==> src/rtl/pmsd_pkg.sv <==
// ----------------------------------------------------------------------------
// pmsd_pkg: shared types and constants
// Field widths, saturation limit, cell control bundle and sequencer states.
// ----------------------------------------------------------------------------
package pmsd_pkg;

  localparam int unsigned VAL_W = 16;
  localparam int unsigned SUM_W = 48;
  localparam int unsigned CFG_W = 5;

  localparam logic [SUM_W-1:0] SUM_MAX = {SUM_W{1'b1}};

  // Register index of max_run_length
  localparam logic REG_MAX_RUN_LEN = 1'b0;

  // One move of the history chain per cycle, at most one bit set
  typedef struct packed {
    logic clear;   // drop the history (end of array)
    logic shift;   // push a new entry in at cell 0
    logic rotate;  // circular move toward cell 0
  } cell_ctrl_t;

  typedef enum logic [2:0] {
    ST_IDLE = 3'b001,
    ST_EVAL = 3'b010,
    ST_UPD  = 3'b100
  } state_e;

endpackage

==> src/rtl/pmsd_cell.sv <==
// ----------------------------------------------------------------------------
// pmsd_cell: one history cell
// Holds one past element and the best sum before it; moves data to a neighbor.
// ----------------------------------------------------------------------------
module pmsd_cell (
  input  logic                         clk_i,
  input  pmsd_pkg::cell_ctrl_t         ctrl_i,
  input  logic [pmsd_pkg::VAL_W-1:0]   shift_val_i,
  input  logic [pmsd_pkg::SUM_W-1:0]   shift_sum_i,
  input  logic [pmsd_pkg::VAL_W-1:0]   rot_val_i,
  input  logic [pmsd_pkg::SUM_W-1:0]   rot_sum_i,
  output logic [pmsd_pkg::VAL_W-1:0]   val_o,
  output logic [pmsd_pkg::SUM_W-1:0]   sum_o
);

  logic [pmsd_pkg::VAL_W-1:0] val_q, val_d;
  logic [pmsd_pkg::SUM_W-1:0] sum_q, sum_d;

  always_comb begin
    val_d = val_q;
    sum_d = sum_q;
    if (ctrl_i.clear) begin
      val_d = '0;
      sum_d = '0;
    end else if (ctrl_i.shift) begin
      val_d = shift_val_i;
      sum_d = shift_sum_i;
    end else if (ctrl_i.rotate) begin
      val_d = rot_val_i;
      sum_d = rot_sum_i;
    end
  end

  always_ff @(posedge clk_i) begin
    val_q <= val_d;
    sum_q <= sum_d;
  end

  assign val_o = val_q;
  assign sum_o = sum_q;

endmodule

==> src/rtl/partition_max_sum_dp.sv <==
// ----------------------------------------------------------------------------
// partition_max_sum_dp: streaming partition-array-for-maximum-sum
// Sequencing: each accepted item is evaluated in ST_EVAL, where the history
//   chain rotates once per candidate run length; ST_UPD then writes the new
//   entry and the result once the output is free, and may take the next item.
// Reset (async, rst_ni low): sequencer idle, output empty, run length 1,
//   element count zero; history contents are masked by the count.
// ----------------------------------------------------------------------------
module partition_max_sum_dp #(
  parameter int unsigned MAX_RUN = 16   // history depth, 1..64
) (
  input  logic        clk_i,
  input  logic        rst_ni,
  // input stream
  input  logic        s_axis_tvalid,
  output logic        s_axis_tready,
  input  logic [15:0] s_axis_tdata,   // [15:0] value
  input  logic        s_axis_tlast,   // last_element
  // result stream
  output logic        m_axis_tvalid,
  input  logic        m_axis_tready,
  output logic [47:0] m_axis_tdata,   // [47:0] best_sum
  output logic        m_axis_tlast,   // is_final
  // configuration
  input  logic        psel,
  input  logic        penable,
  input  logic        pwrite,
  input  logic [2:0]  paddr,
  input  logic [31:0] pwdata,
  output logic [31:0] prdata,
  output logic        pready
);

  localparam int unsigned VAL_W  = pmsd_pkg::VAL_W;
  localparam int unsigned SUM_W  = pmsd_pkg::SUM_W;
  localparam int unsigned CFG_W  = pmsd_pkg::CFG_W;
  localparam int unsigned LEN_W  = $clog2(MAX_RUN + 1);
  localparam int unsigned PROD_W = VAL_W + LEN_W;
  localparam int unsigned CMP_W  = 7;  // holds MAX_RUN+1 at the top of its range

  // ---------------- configuration ----------------
  logic [CFG_W-1:0] run_len_q;
  logic             cfg_wr;

  assign pready = 1'b1;
  assign cfg_wr = psel && penable && pwrite && (paddr[2] == pmsd_pkg::REG_MAX_RUN_LEN);
  assign prdata = (paddr[2] == pmsd_pkg::REG_MAX_RUN_LEN) ?
                  {{(32-CFG_W){1'b0}}, run_len_q} : 32'd0;

  always_ff @(posedge clk_i or negedge rst_ni) begin
    if (!rst_ni) begin
      run_len_q <= CFG_W'(1);
    end else if (cfg_wr) begin
      run_len_q <= pwdata[CFG_W-1:0];
    end
  end

  // ---------------- control ----------------
  pmsd_pkg::state_e state_q, state_d;
  logic             m_valid_q;
  logic             out_free, in_acc, upd_go, eval_done;

  logic [VAL_W-1:0] v_q;          // item under evaluation
  logic             last_q;
  logic [LEN_W-1:0] len_q;        // current candidate run length
  logic [LEN_W-1:0] seen_q;       // elements before this one, saturating
  logic [VAL_W-1:0] run_max_q;    // max over the run so far
  logic [VAL_W-1:0] prev_val_q;   // head value one step back
  logic [SUM_W-1:0] best_q;
  logic [SUM_W-1:0] out_sum_q;
  logic             out_last_q;

  assign out_free      = !m_valid_q || m_axis_tready;
  assign upd_go        = (state_q == pmsd_pkg::ST_UPD) && out_free;
  // a new item can enter during the write-back cycle of the previous one
  assign s_axis_tready = (state_q == pmsd_pkg::ST_IDLE) || upd_go;
  assign in_acc        = s_axis_tvalid && s_axis_tready;
  assign eval_done     = (len_q == LEN_W'(MAX_RUN));

  always_comb begin
    state_d = state_q;
    case (state_q)
      pmsd_pkg::ST_IDLE: if (in_acc) state_d = pmsd_pkg::ST_EVAL;
      pmsd_pkg::ST_EVAL: if (eval_done) state_d = pmsd_pkg::ST_UPD;
      pmsd_pkg::ST_UPD: begin
        if (in_acc) state_d = pmsd_pkg::ST_EVAL;
        else if (upd_go) state_d = pmsd_pkg::ST_IDLE;
      end
      default: state_d = pmsd_pkg::ST_IDLE;
    endcase
  end

  // ---------------- history chain ----------------
  logic [VAL_W-1:0]     cell_val [MAX_RUN];
  logic [SUM_W-1:0]     cell_sum [MAX_RUN];
  pmsd_pkg::cell_ctrl_t cell_ctrl;

  assign cell_ctrl.clear  = upd_go && last_q;
  assign cell_ctrl.shift  = upd_go && !last_q;
  assign cell_ctrl.rotate = (state_q == pmsd_pkg::ST_EVAL);

  // The chain makes MAX_RUN rotations per item, so it is back in order
  // (newest at cell 0) for the write-back shift.
  for (genvar i = 0; i < MAX_RUN; i++) begin : g_cell
    logic [VAL_W-1:0] sh_val;
    logic [SUM_W-1:0] sh_sum;
    if (i == 0) begin : g_head
      assign sh_val = v_q;
      assign sh_sum = best_q;
    end else begin : g_body
      assign sh_val = cell_val[i-1];
      assign sh_sum = cell_sum[i-1];
    end
    pmsd_cell u_cell (
      .clk_i       (clk_i),
      .ctrl_i      (cell_ctrl),
      .shift_val_i (sh_val),
      .shift_sum_i (sh_sum),
      .rot_val_i   (cell_val[(i + 1) % MAX_RUN]),
      .rot_sum_i   (cell_sum[(i + 1) % MAX_RUN]),
      .val_o       (cell_val[i]),
      .sum_o       (cell_sum[i])
    );
  end

  // ---------------- candidate step ----------------
  // At step len the head cell holds entry len-1: its sum is dp before the
  // run, and the run's oldest element is the head value of the prior step.
  logic [CMP_W-1:0]  k_raw, k_clip, mr_c, lim_c;
  logic              active;
  logic [VAL_W-1:0]  elem, run_max_nx;
  logic [SUM_W-1:0]  prior_sum, cand_sat;
  logic [PROD_W-1:0] prod;
  logic [SUM_W:0]    cand;

  always_comb begin
    k_raw  = CMP_W'(run_len_q);
    mr_c   = CMP_W'(MAX_RUN);
    if (k_raw == '0) k_raw = CMP_W'(1);          // zero acts as one
    k_clip = (k_raw > mr_c) ? mr_c : k_raw;
    // runs never reach back past the array start
    lim_c  = ((CMP_W'(seen_q) + CMP_W'(1)) < k_clip) ?
             (CMP_W'(seen_q) + CMP_W'(1)) : k_clip;
    active = (CMP_W'(len_q) <= lim_c);

    elem       = (len_q == LEN_W'(1)) ? v_q : prev_val_q;
    run_max_nx = (elem > run_max_q) ? elem : run_max_q;
    prior_sum  = (len_q <= seen_q) ? cell_sum[0] : '0;
    prod       = PROD_W'(run_max_nx) * PROD_W'(len_q);
    cand       = {1'b0, prior_sum} + (SUM_W+1)'(prod);
    cand_sat   = cand[SUM_W] ? pmsd_pkg::SUM_MAX : cand[SUM_W-1:0];
  end

  // ---------------- registers ----------------
  always_ff @(posedge clk_i or negedge rst_ni) begin
    if (!rst_ni) begin
      state_q   <= pmsd_pkg::ST_IDLE;
      m_valid_q <= 1'b0;
      seen_q    <= '0;
      len_q     <= '0;
    end else begin
      state_q <= state_d;
      if (upd_go) begin
        m_valid_q <= 1'b1;
        if (last_q) seen_q <= '0;
        else if (seen_q != LEN_W'(MAX_RUN)) seen_q <= seen_q + LEN_W'(1);
      end else if (m_axis_tready) begin
        m_valid_q <= 1'b0;
      end
      if (in_acc) len_q <= LEN_W'(1);
      else if (state_q == pmsd_pkg::ST_EVAL && !eval_done) len_q <= len_q + LEN_W'(1);
    end
  end

  always_ff @(posedge clk_i) begin
    if (in_acc) begin
      v_q       <= s_axis_tdata;
      last_q    <= s_axis_tlast;
      run_max_q <= '0;
      best_q    <= '0;
    end else if (state_q == pmsd_pkg::ST_EVAL) begin
      run_max_q <= run_max_nx;
      if (active && (cand_sat > best_q)) best_q <= cand_sat;
    end
    if (state_q == pmsd_pkg::ST_EVAL) prev_val_q <= cell_val[0];
    if (upd_go) begin
      out_sum_q  <= best_q;
      out_last_q <= last_q;
    end
  end

  assign m_axis_tvalid = m_valid_q;
  assign m_axis_tdata  = out_sum_q;
  assign m_axis_tlast  = out_last_q;

endmodule

==> config.mk <==
export PLATFORM = sky130hd
export DESIGN_NAME = partition_max_sum_dp
export DESIGN_NICKNAME = d
export VERILOG_FILES = /design/src/rtl/pmsd_pkg.sv /design/src/rtl/pmsd_cell.sv /design/src/rtl/partition_max_sum_dp.sv
export SDC_FILE = /design/constraint.sdc
export NUM_CORES = 2
export LEC_CHECK = 0
export ABC_CLOCK_PERIOD_IN_PS = 31700
export BUFFER_PORTS_ARGS = -buffer_cell sky130_fd_sc_hd__buf_2
export CAP_MARGIN = 20
export CORE_ASPECT_RATIO = 1.75
export CORE_MARGIN = 2
export CORE_UTILIZATION = 35
export CTS_CLUSTER_SIZE = 14
export DETAILED_ROUTE_END_ITERATION = 6
export PLACE_DENSITY_LB_ADDON = 0.3
export SLEW_MARGIN = 30
export SYNTH_ARGS = -nofsm -noshare
export SYNTH_HDL_FRONTEND = slang
export SYNTH_HIERARCHICAL = 1
export SYNTH_SLANG_ARGS = --single-unit
==> constraint.sdc <==
create_clock -name clk_i -period 31.7 [get_ports clk_i]
set_input_delay 6.34 -clock clk_i [delete_from_list [all_inputs] [get_ports clk_i]]
set_output_delay 6.34 -clock clk_i [all_outputs]
set_load 0.005 [all_outputs]
==> reports/metrics.cfg <==
[clock_tree]
cts_hold_buffers = 0
cts.reportedPaths.clkPinSlew_ps = 70
cts_tree = yes
clkSinkCount = 1189
h-tree-depth = 3
clk_latency_ps = 750
cts.path.max_buffers = 3
cts_setup_buffers = 0
cts_resized = 0
cts-root-buf = clkbuf_16
cts_buffers = 109

[timing]
fin_crit_ps = 13600
skew_ps = 62.3
fmax_ghz = 0.0735
slew-limit-headroom = 0.304
finalMaxSlewViolations = 0
hold_violations = 0
setup_violations = 0
worst_slew_pin_slew_ps = 1040
min_period_over_period = 0.429
tns_ps = 0
rsz0062_at_grt = no

[pwr]
power_mw = 6.50
powerDensity_nw_per_um2 = 99.2
ir_drop_uv = 69.5
p_leak_nw = 23.7

[logic_synthesis]
yosysTopAreaCellShare = 0.354
ys_top_cells_by_area = dfxtp_1 35%, mux2i_1 17%, a211oi_1 12%, nor2b_1 11%, edfxtp_1 4.0%
ys_top_cells_by_count = 1088 x dfxtp_1, 1078 x nor2b_1, 1060 x mux2i_1, 957 x a211oi_1, 309 x clkbuf_1
syn-cell-area_sq_um = 61500
ys_async_sr_fraction = 0.0160
ys_seq_area_frac = 0.402
synth_cells = 5901
ys_types = 77
synth_top_cell_by_area = dfxtp_1
yosysMostFrequentCell = dfxtp_1
synth-seq-cells = 1189
synth-edff-count = 82
avgSynthCellArea_sq_um = 10.4
ys.flop_type = dfxtp_1
ys_warn_count = 6

[detailed_routing]
first_iter_violations = 2569
drc_errors = 0
wirelength_um = 164000
vias = 43100
ant_nets = 0
avgViaCountPerCell = 5.37
drtPass1Iterations = 5
routedWlPerCell_um = 20.4

[global_routing]
gr-total-overflow = 0
antenna_found_initial = 6
grt.total_usage = 0.178
grt_pass1_vias = 43800
grt_max_degree = 219
grt_pass1_wl_um = 256000

[cells_and_area]
syn_to_final_growth_pct = 6.45
fillCellCount = 17300
drive_above_1_share = 0.0824
nNetsFinal = 5906

[floorplan]
start_util = 0.352
num_rows = 203
dieArea_sq_um = 179000
core-area_sq_um = 175000
fp.dieW_um = 321
ioPinCount = 143
chipHeight_um = 559

[placement]
gp_congestion = 0.840
hpwl_um = 97000
portBuffers = 85

[min_path]
min_from = best_q[23]$_SDFFE_PP0P_
hold_path.class = flop to flop

[setup_path]
timing.rr.start = len_q[1]$_DFFE_PN0P_
critPathMaxFanout = 4
critPathCaptureType = output pin
r2r_setup_slack_ps = 18870
required_ps = 25360
startpoint = m_axis_tready
worst-setup-path-type = input pin to output pin
start_kind = input pin
cp.arrival_ps = 7260

[job]
cap_violations = 0

[run_status]
status = finished, final reports clean

[through the flow]
stage / worst slack (ps) / cell area, sq um / std cells / utilization / hold WS (ps)
after global placement: 18130 / 61600 / 7810 / 0.353 / 474
after detailed placement: 18100 / 61600 / 7811 / 0.353 / 475
after CTS: 18110 / 65300 / 8017 / 0.374 / 492
after global routing: 18060 / 65500 / 8023 / 0.375 / 514
final: 18100 / 65500 / 8023 / 0.375 / 491
after floorplan: 18490 / 61600 / 5927 / - / 431
[cells by family (layout without fill, tap and decap cells)]
family,Yosys count,after routing,share of synthesized area
other,2,29,0.000122
XOR/XNOR,40,40,0.00569
AND/OR/NAND/NOR,1420,1420,0.136
AO/OA/AOI/OAI,1292,1292,0.162
buffers and inverters,696,536,0.0740
multiplexers,1087,1087,0.177
adder cells (fa/ha/maj),175,175,0.0430
flip-flops,1189,1189,0.402
[where the power goes]
group,internal [mW],switching (mW)
logic,1.22,1.29
registers,2.11,0.497
clock network,0.757,0.621
[worst max-delay path, stage by stage]
cell,delay (ps)
buf_2,90
nor2b_1,90
or3_1,340
a21oi_1,240
buf_2,170
[final cells by class]
| class | count | area [sq um] | share of cell area |
|---|---|---|---|
| multi-input combinational | 4042 | 32400 | 0.495 |
| clock inverter | 39 | 464 | 0.00709 |
| tap | 2255 | 2820 | 0.0431 |
| inverter | 178 | 686 | 0.0105 |
| clock buffer | 167 | 3230 | 0.0493 |
| timing repair buffer | 152 | 1140 | 0.0174 |
| sequential | 1189 | 24700 | 0.377 |
| antenna | 1 | 2.50 | 0.0000382 |
[sequential cells by signal (all words and copies together) (netlist names)]
register             cells
len_q                    5
g_cell.u_cell/sum_o    768
run_max_q               16
prev_val_q              16
g_cell.u_cell/val_o    256
g_cell.sh_val           16
seen_q                   5
best_q                  48
m_axis_tvalid            1
state_q                  3
run_len_q                5
m_axis_tdata            48
m_axis_tlast             1
last_q                   1
[cells in the final DEF, fill, tap and decap left out, types with 11 or more instances in the layout]
cell / instances
and2_1: 22
conb_1: 28
mux2i_1: 1060
clkbuf_16: 112
inv_1: 160
dfrtp_1: 17
nor2b_1: 1078
fa_1: 61
buf_2: 85
clkinv_2: 32
nand3_1: 21
a311oi_1: 18
a21oi_1: 40
nor2_1: 87
a211oi_2: 83
clkbuf_8: 22
clkbuf_1: 33
a31oi_1: 20
o31ai_1: 18
o21a_1: 12
o211ai_1: 11
nor3_1: 18
xnor2_1: 20
xor2_1: 20
a211oi_1: 956
o21ai_0: 56
nand4_1: 23
buf_4: 47
ha_1: 114
nand2_1: 116
a21o_1: 24
edfxtp_1: 82
nand2b_1: 11
dfxtp_1: 1088
mux2_2: 27
[path summary, 6_finish.rpt]
| check | endpoint | cells past startpoint |
|---|---|---|
| max in group asynchronous | run_len_q[0]$_DFFE_PN1P_ | 1 |
| hold reg to reg | m_axis_tdata[23]$_DFFE_PP_ | 0 |
| min in group asynchronous | len_q[2]$_DFFE_PN0P_ | 1 |
| setup reg to reg | best_q[43]$_SDFFE_PP0P_ | 40 |
| hold / removal | m_axis_tdata[23]$_DFFE_PP_ | 0 |
| setup / recovery | s_axis_tready | 5 |
[layer usage]
metal	wire length (um)	track usage	vias to the layer above	share of wire
met2	85300	0.332	592	0.52
li1	-	-	20800	-
met1	69500	0.212	21500	0.42
met4	5130	0.0603	0	0.031
met3	4030	0.0165	240	0.025
met5	0	0	-	0
No activity file was read; power rests on OpenSTA's default activity.
